`config.mk`:
```
export PLATFORM = sky130hd
export DESIGN_NAME = hblank_block_dma_controller
export DESIGN_NICKNAME = d
export VERILOG_FILES = /design/src/hdl/hbdma_pkg.sv /design/src/hdl/hbdma_step.sv /design/src/hdl/hblank_block_dma_controller.sv
export SDC_FILE = /design/constraint.sdc
export NUM_CORES = 1
export LEC_CHECK = 0
export ABC_CLOCK_PERIOD_IN_PS = 2800
export BUFFER_PORTS_ARGS = -buffer_cell sky130_fd_sc_hd__buf_2
export CORE_MARGIN = 1.5
export CORE_UTILIZATION = 35
export DETAILED_ROUTE_END_ITERATION = 10
export REMOVE_ABC_BUFFERS = 1
export SYNTH_ARGS = -nofsm -noshare
export SYNTH_HDL_FRONTEND = slang
export SYNTH_SLANG_ARGS = --single-unit
```
`constraint.sdc`:
```
create_clock -name clk -period 2.8 [get_ports clk]
set_input_delay 0.14 -clock clk [delete_from_list [all_inputs] [get_ports clk]]
set_output_delay 0.14 -clock clk [all_outputs]
set_load 0.005 [all_outputs]
```
`src/hdl/hbdma_pkg.sv`:
```
// ----------------------------------------------------------------------------
// hbdma_pkg
// Shared types and constants for the hblank block DMA controller.
// ----------------------------------------------------------------------------
package hbdma_pkg;

  localparam int BLOCK_BYTES = 16;
  localparam logic [4:0] BLOCK_LOAD = 5'(BLOCK_BYTES % 32);

  localparam logic [1:0] OP_WRITE  = 2'd0;
  localparam logic [1:0] OP_READ   = 2'd1;
  localparam logic [1:0] OP_HBLANK = 2'd2;
  localparam logic [1:0] OP_TICK   = 2'd3;

  localparam logic [15:0] ADDR_SRC_HI = 16'hFF51;
  localparam logic [15:0] ADDR_SRC_LO = 16'hFF52;
  localparam logic [15:0] ADDR_DST_HI = 16'hFF53;
  localparam logic [15:0] ADDR_DST_LO = 16'hFF54;
  localparam logic [15:0] ADDR_CTRL   = 16'hFF55;

  localparam logic [6:0] BLOCKS_DONE = 7'h7F;
  localparam logic [7:0] READ_OPEN   = 8'hFF;

  typedef struct packed {
    logic [1:0]  op;
    logic [15:0] reg_address;
    logic [7:0]  write_data;
  } req_t;

  typedef struct packed {
    logic [7:0]  read_data;
    logic        copy_valid;
    logic [15:0] copy_source;
    logic [15:0] copy_dest;
    logic        transfer_active;
    logic        bad_register;
  } rsp_t;

  typedef struct packed {
    logic [15:0] source_address;
    logic [15:0] dest_address;
    logic [4:0]  bytes_left;
    logic [6:0]  blocks_remaining;
    logic        line_paced;
    logic        moving;
    logic        enabled;
  } state_t;

endpackage

```
`src/hdl/hbdma_step.sv`:
```
// ----------------------------------------------------------------------------
// hbdma_step
// Next-state and result logic for one transaction of the DMA controller.
// ----------------------------------------------------------------------------
module hbdma_step (
  input  hbdma_pkg::state_t st,
  input  hbdma_pkg::req_t   req,
  output hbdma_pkg::state_t st_next,
  output hbdma_pkg::rsp_t   rsp
);

  logic       want_hblank;
  logic [4:0] bytes_dec;

  assign want_hblank = req.write_data[7];
  assign bytes_dec   = st.bytes_left - 5'd1;

  always_comb begin
    st_next = st;
    rsp     = '0;
    unique case (req.op)
      hbdma_pkg::OP_WRITE: begin
        unique case (req.reg_address)
          hbdma_pkg::ADDR_SRC_HI: begin
            st_next.source_address = {req.write_data, st.source_address[7:0]};
          end
          hbdma_pkg::ADDR_SRC_LO: begin
            st_next.source_address = {st.source_address[15:8], req.write_data[7:4], 4'h0};
          end
          hbdma_pkg::ADDR_DST_HI: begin
            st_next.dest_address = {3'b100, req.write_data[4:0], st.dest_address[7:0]};
          end
          hbdma_pkg::ADDR_DST_LO: begin
            st_next.dest_address = {st.dest_address[15:8], req.write_data[7:4], 4'h0};
          end
          hbdma_pkg::ADDR_CTRL: begin
            if (st.enabled && st.line_paced && !want_hblank) begin
              // cancel a running hblank transfer
              st_next.line_paced = 1'b0;
              st_next.enabled    = 1'b0;
              st_next.moving     = 1'b0;
            end else begin
              st_next.line_paced       = want_hblank;
              st_next.blocks_remaining = req.write_data[6:0];
              st_next.bytes_left       = hbdma_pkg::BLOCK_LOAD;
              st_next.enabled          = 1'b1;
              if (!want_hblank) begin
                st_next.moving = 1'b1;
              end
            end
          end
          default: begin
            rsp.bad_register = 1'b1;
          end
        endcase
      end
      hbdma_pkg::OP_READ: begin
        if (req.reg_address == hbdma_pkg::ADDR_CTRL) begin
          rsp.read_data = {!st.enabled, st.blocks_remaining};
        end else begin
          rsp.read_data = hbdma_pkg::READ_OPEN;
        end
      end
      hbdma_pkg::OP_HBLANK: begin
        if (st.enabled && st.line_paced) begin
          st_next.moving = 1'b1;
        end
      end
      hbdma_pkg::OP_TICK: begin
        if (st.enabled && st.moving) begin
          rsp.copy_valid         = 1'b1;
          rsp.copy_source        = st.source_address;
          rsp.copy_dest          = {3'b100, st.dest_address[12:0]};
          st_next.source_address = st.source_address + 16'd1;
          st_next.dest_address   = st.dest_address + 16'd1;
          st_next.bytes_left     = bytes_dec;
          if (bytes_dec == 5'd0) begin
            st_next.bytes_left = hbdma_pkg::BLOCK_LOAD;
            if (st.blocks_remaining == 7'd0) begin
              st_next.blocks_remaining = hbdma_pkg::BLOCKS_DONE;
              st_next.enabled          = 1'b0;
              st_next.moving           = 1'b0;
            end else begin
              st_next.blocks_remaining = st.blocks_remaining - 7'd1;
              if (st.line_paced) begin
                st_next.moving = 1'b0;
              end
            end
          end
        end
      end
      default: begin
        st_next = st;
      end
    endcase
    rsp.transfer_active = st_next.moving;
  end

endmodule

```
`src/hdl/hblank_block_dma_controller.sv`:
```
// ----------------------------------------------------------------------------
// hblank_block_dma_controller
// Video-memory block DMA controller: register access, hblank events and
// byte ticks in, one result with an optional byte-copy request out.
//
//   channel | signals                    | direction
//   --------+----------------------------+----------
//   request | req_valid, req_ready, req  | in
//   result  | rsp_valid, rsp_ready, rsp  | out
//
// One transaction per cycle while req_ready is high; each result appears in the cycle after accept.
// The only holding point is the result register: req_ready is high when it
// is empty or being taken this cycle.
// rst is synchronous and clears all controller state and rsp_valid.
// ----------------------------------------------------------------------------
module hblank_block_dma_controller (
  input  logic              clk,
  input  logic              rst,
  input  logic              req_valid,
  output logic              req_ready,
  input  hbdma_pkg::req_t   req,
  output logic              rsp_valid,
  input  logic              rsp_ready,
  output hbdma_pkg::rsp_t   rsp
);

  hbdma_pkg::state_t st;
  hbdma_pkg::state_t st_next;
  hbdma_pkg::rsp_t   rsp_next;
  logic              accept;

  assign req_ready = !rsp_valid || rsp_ready;
  assign accept    = req_valid && req_ready;

  hbdma_step u_step (
    .st      (st),
    .req     (req),
    .st_next (st_next),
    .rsp     (rsp_next)
  );

  always_ff @(posedge clk) begin
    if (rst) begin
      st        <= '0;
      rsp_valid <= 1'b0;
    end else begin
      if (accept) begin
        st        <= st_next;
        rsp_valid <= 1'b1;
      end else if (rsp_ready) begin
        rsp_valid <= 1'b0;
      end
    end
  end

  always_ff @(posedge clk) begin
    if (accept) begin
      rsp <= rsp_next;
    end
  end

`ifndef SYNTHESIS
  a_moving_needs_enable: assert property (@(posedge clk) disable iff (rst)
    st.moving |-> st.enabled)
    else $error("moving while not enabled");

  a_block_count_live: assert property (@(posedge clk) disable iff (rst)
    st.enabled |-> st.bytes_left != 5'd0)
    else $error("enabled with empty block counter");

  a_dest_window: assert property (@(posedge clk) disable iff (rst)
    rsp_valid && rsp.copy_valid |-> rsp.copy_dest[15:13] == 3'b100)
    else $error("copy destination outside video memory");

  a_active_matches: assert property (@(posedge clk) disable iff (rst)
    rsp_valid |-> rsp.transfer_active == st.moving)
    else $error("transfer_active disagrees with state");

  a_bad_quiet: assert property (@(posedge clk) disable iff (rst)
    rsp_valid && rsp.bad_register |-> !rsp.copy_valid && rsp.read_data == 8'h00)
    else $error("bad write produced data");
`endif

endmodule
```
==> run metrics, run 1 <==
#FFs+latches synth 85; # clock sinks 85; Hold Path Sink rsp_valid; NumNets Final between 600 and 700; core area ~13000 sq um; placed cell areas 5410 sq um; reg2reg path depth 7; min-delay worst type in -> reg; CTS Hold Bufs 0; dominant combinational cell family by area after synthesis simple AND/OR/NAND/NOR gates; # DRC 0; hold depth 3; Comb pwr share 0.120; routability congestion estimate 0.874; Pwr Total just under 3 mW; Reg power frac 0.465; delay-heaviest family, CP simple AND/OR/NAND/NOR gates; area leader, netlist edfxtp_1; largest net degree at the start of global routing 40; Main synth FF type dfxtp_1; final design instance area without fill 5720 sq um; Synth Cell Area about 4800 sq um; Post-DRT Antenna Nets 0; Cell variety after synth 75; initial DRC count 341; Post-Synth Simple-Gate Area 0.252; Die W 120 um; H-Tree Depth 3; Yosys warning count 0; FF-to-FF End st[8]; Max-cap violations 0; post-synthesis mux area share 0.00856; starting density of the core 0.361; switching portion of total power 0.251; clock latency on the worst-skew pair ~340 ps; CP max FO 7; Final Hold Vio Count 0; CTS tree built; layout cell share with drive strength beyond 1 0.204; CP startpoint kind flop; max-slew violations 0; maximum vdd drop between 200 and 300 uV; Clock Tree Buf Depth 2; most frequent cells in the layout buf_2 (72), dfxtp_1 (45), a21oi_1 (43); number of global-route vias before repair between 4000 and 5000; Area Growth Syn to Fin 18.6%; unrepaired setup endpoints after global routing no; GRT Util Overall 0.191; setup bufs post-CTS 0; hold_sp req_valid; XOR/XNOR share of the synthesized area 0.0109; CP max stage cell nor3_1; antenna violations before repair 1; Setup violations, final 0; PortBufs 72; Slew HR 0.471; Synth top area share 0.249; commonest non-fill, non-tap cell in the layout buf_2; slowest stage delay, CP ~570 ps; status finished, final reports clean; global-route wire length before repair between 20000 and 25000 um; endpoint required time on the critical path 3050 ps; NetSw 0.743 mW; total gr overflow 0; 1st-pass router iterations 5; Int Pwr ~2.2 mW; minimum clock period between 2000 and 2500 ps; Worst setup EP type flop; Power Density slightly above 500 nW/um^2; Via density around 5.6; DRT Wirelength 13500 um; number of synthesized flops with an enable pin 40; CTS buffer count 9; filler instances 1333; Final TNS setup 0 ps; Syn Area/Cell ~9.1 sq um; routed vias approximately 4400; WL per Instance around 17 um; clock skew 2.37 ps; die area between 10000 and 15000 sq um; async set-reset flop share out of synthesis 0; Crit Path Category reg -> reg; dpl hpwl between 9000 and 10000 um; final worst path period share 0.891; reg2reg setup slack ~300 ps; actual slew at the worst max-slew pin 790 ps; Synth Area in Compound Gates 0.215; Clk pwr share 0.415; Reg-to-Reg Start st[10]; Static Leakage around 2.1 nW; Boundary Pins 75; fmax approximately 400 MHz; crit-path cells inv_1, ha_1, nor4b_1, a31oi_1, nor3_1, a22oi_1, a211oi_1; Buf+Inv Stages, Crit Path 1; CTS root buffer clkbuf_16; post-cts repair resize count 0; Die H around 120 um; Critical Path AT 2750 ps; Post-Synthesis Cells approximately 530; Reg clk slew, reported paths around 60 ps; Post-Synth Adder-Cell Area 0.0285; top cells by area, synth edfxtp_1 (25%), dfxtp_1 (19%), a21oi_1 (4.5%); # rows between 40 and 50; Seq/Total Area, Yosys 0.436
per-stage QoR:
stage | hold WS (ps) | cells | setup WS, ps | utilization
2_1_floorplan | 209 | 502 | 133 | -
3_3_place_gp | 446 | 768 | 435 | 0.405
3_5_place_dp | 443 | 768 | 368 | 0.405
4_1_cts | 93.6 | 784 | 357 | 0.428
5_1_grt | 143 | 785 | 29.3 | 0.428
6_report | 105 | 785 | 304 | 0.428
logic make-up after synthesis:
group,after synthesis
AOI/OAI and AO/OA,151
other,1
buffers and inverters,57
muxes,4
DFF,85
adders and majority gates,11
xor gates and xnor gates,6
and+or+nand+nor,216
power groups by stage:
stage | combinational [mW] | clock [mW] | sequential [mW]
floorplan | 0.195 | 0 | 1.41
global placement | 0.350 | 0 | 1.40
detailed placement | 0.353 | 0 | 1.41
CTS | 0.356 | 1.25 | 1.38
global route | 0.395 | 1.30 | 1.39
finish | 0.355 | 1.23 | 1.38
layout make-up:
| cell class | count | area (sq um) | area share |
|---|---|---|---|
| flip-flops and latches | 85 | 2100 | 0.368 |
| clock buffers | 13 | 260 | 0.0455 |
| clock inverters | 3 | 43.8 | 0.00766 |
| inverters | 27 | 101 | 0.0177 |
| repair buffers | 90 | 495 | 0.0867 |
| multi-input cells | 390 | 2490 | 0.436 |
| well taps | 176 | 220 | 0.0385 |
| diodes | 1 | 2.50 | 0.000438 |
registers in the layout (all words and copies together) (netlist names):
name       cells
st            44
rsp           40
rsp_valid      1
Yosys cell counts (6+ instances only):
master and number:
nand4b_1 7, nor4_1 20, nor2b_1 6, dfxtp_1 45, clkbuf_1 21, nand4_1 6
inv_1 25, nand2_1 36, o21ai_0 22, a21oi_1 43, o21a_1 9, nor3_1 18
a21boi_0 6, edfxtp_1 40, nand3_1 20, and2_1 23, a211oi_1 14, nor2_1 39
o32ai_1 6, ha_1 11
tightest hold or removal path, delay by kind of cell:
family / cells / cell delay [ps]
and+or+nand+nor: 2 / 130
buffers and inverters: 1 / 140
how the worst max path moves through the flow:
stage,startpoint,end,slack (ps),cells past startpoint
2_1_floorplan,req[24],rsp[10],130,4
3_3_place_gp,req[15],st[0],430,6
3_5_place_dp,req[15],st[0],370,6
4_1_cts,st[10],st[5],360,7
5_1_grt,st[10],st[8],30,7
6_report,st[10],st[8],300,7
per-layer routing:
metal / global-route usage / vias to the layer above / wire length, um
li1: - / 2140 / -
met1: 0.255 / 2075 / 5900
met2: 0.309 / 171 / 6270
met3: 0.0297 / 26 / 954
met4: 0.0794 / 0 / 332
met5: 0 / - / 0
(Power assumes the default switching activity.)
==> run 2: changes to the inputs <==
--- a/config.mk
+++ b/config.mk
@@ -7,9 +7,11 @@
 export LEC_CHECK = 0
 export ABC_CLOCK_PERIOD_IN_PS = 2800
 export BUFFER_PORTS_ARGS = -buffer_cell sky130_fd_sc_hd__buf_2
+export CORE_ASPECT_RATIO = 2
 export CORE_MARGIN = 1.5
 export CORE_UTILIZATION = 35
 export DETAILED_ROUTE_END_ITERATION = 10
+export MAX_ROUTING_LAYER = met4
 export REMOVE_ABC_BUFFERS = 1
 export SYNTH_ARGS = -nofsm -noshare
 export SYNTH_HDL_FRONTEND = slang
==> constraint.sdc (replaced) <==
create_clock -name clk -period 2.8 [get_ports clk]
set_input_delay 0.14 -clock clk [delete_from_list [all_inputs] [get_ports clk]]
set_output_delay 0.14 -clock clk [all_outputs]
set_load 0.1 [all_outputs]
==> run 2 against run 1 <==
- sequential power about the same
- sequential share of layout area about the same
- clock power increased by 5%
- via count increased by 1.7%
- critical endpoint unchanged
- largest power group unchanged
==> run metrics, run 2 (synthesized netlist as in run 1, its figures left out) <==
setup bufs post-CTS 0; min-delay worst type in -> reg; Post-DRT Antenna Nets 0; Reg clk slew, reported paths approximately 60 ps; largest net degree at the start of global routing 26; die area between 10000 and 15000 sq um; GRT Util Overall 0.203; routed vias ~4500; FF-to-FF End st[8]; reg2reg setup slack 290 ps; # DRC 0; maximum vdd drop roughly 430 uV; CP startpoint kind flop; starting density of the core 0.359; ANT cells 0; Die H between 150 and 200 um; 1st-pass router iterations 5; Final Hold Vio Count 0; initial DRC count 359; CP max FO 7; unrepaired setup endpoints after global routing no; most frequent cells in the layout buf_2 (72), dfxtp_1 (45), a21oi_1 (43); global-route wire length before repair about 22000 um; Static Leakage roughly 2.1 nW; CTS Hold Bufs 0; Setup violations, final 0; clock skew 7.46 ps; total gr overflow 0; DRT Wirelength between 10000 and 15000 um; Clock Tree Buf Depth 2; number of global-route vias before repair roughly 4400; Reg-to-Reg Start st[10]; CTS buffer count 9; final worst path period share 0.895; Place WS 395 ps; clock latency on the worst-skew pair 340 ps; Max-cap violations 0; Area Growth Syn to Fin 18.5%; commonest non-fill, non-tap cell in the layout buf_2; post-cts repair resize count 0; Biggest register st; Final TNS setup 0 ps; layout cell share with drive strength beyond 1 0.204; crit path from st[10]; H-Tree Depth 3; dpl hpwl ~10000 um; CTS root buffer clkbuf_16; antenna violations before repair 0; Power Density 572 nW/um^2; Worst setup EP type flop; largest registers st: 44 flops, rsp: 40 flops, rsp_valid: 1 flops; fin worst setup slack a little under 300 ps; number of flip-flops in the largest register 44; NumNets Final roughly 640; # rows 60; status finished, final reports clean; Die W approximately 86 um; Worst Setup EP st[8]; WL per Instance approximately 18 um; minimum clock period roughly 2500 ps; # clock sinks 85; Via density between 5 and 6; endpoint required time on the critical path around 3000 ps; fmax 399 MHz; routability congestion estimate 0.901; Pwr Total around 3.3 mW; Slew HR 0.546; core area approximately 13000 sq um; Crit Path Category reg -> reg; CTS tree built; PortBufs 72; Critical Path AT approximately 2700 ps; actual slew at the worst max-slew pin between 600 and 700 ps; reg2reg path depth 7; max-slew violations 0; Boundary Pins 75
[run 2: per-stage QoR]
stage / util / instances / hold WS [ps] / cell area (sq um)
global route: 0.425 / 763 / 148 / 5710
finish: 0.425 / 763 / 128 / 5710
global placement: 0.402 / 747 / 456 / 5400
detailed placement: 0.402 / 747 / 467 / 5400
floorplan: - / 502 / 209 / 4700
CTS: 0.425 / 763 / 119 / 5710
[run 2: final cells by class]
class	count	area [sq um]
inverters	27	101
well taps	155	194
flip-flops and latches	85	2100
multi-input cells	390	2490
fillers	1324	7720
repair buffers	90	508
clock buffers	11	233
clock inverters	5	83.8
[run 2: how the worst min path moves through the flow]
| stage | end | cells after the start | start | slack [ps] |
|---|---|---|---|---|
| after CTS | rsp_valid | 3 | req_valid | 120 |
| after floorplan | st[10] | 1 | rst | 210 |
| after global routing | st[25] | 3 | req[2] | 150 |
| final | rsp_valid | 3 | req_valid | 130 |
| after global placement | rsp_valid | 3 | req_valid | 460 |
| after detailed placement | rsp_valid | 3 | req_valid | 470 |
[run 2: report_power, final]
part | switching [mW] | internal (mW)
registers | 0.0336 | 1.35
logic | 0.463 | 0.136
clock network | 0.500 | 0.786
[run 2: routing by layer]
layer / up-vias / global-route usage / wire, um
met2: 184 / 0.374 / 7610
met4: 0 / 0.0954 / 568
met3: 46 / 0.0249 / 659
met5: - / - / 0
li1: 2140 / - / -
met1: 2118 / 0.209 / 5150
[run 2: worst max-delay path, stage by stage, from the launching register on]
cell      delay, ps
dfxtp_1         410
inv_1           110
ha_1            280
nor4b_1         390
a31oi_1         260
nor3_1          510
a22oi_1         140
a211oi_1        310
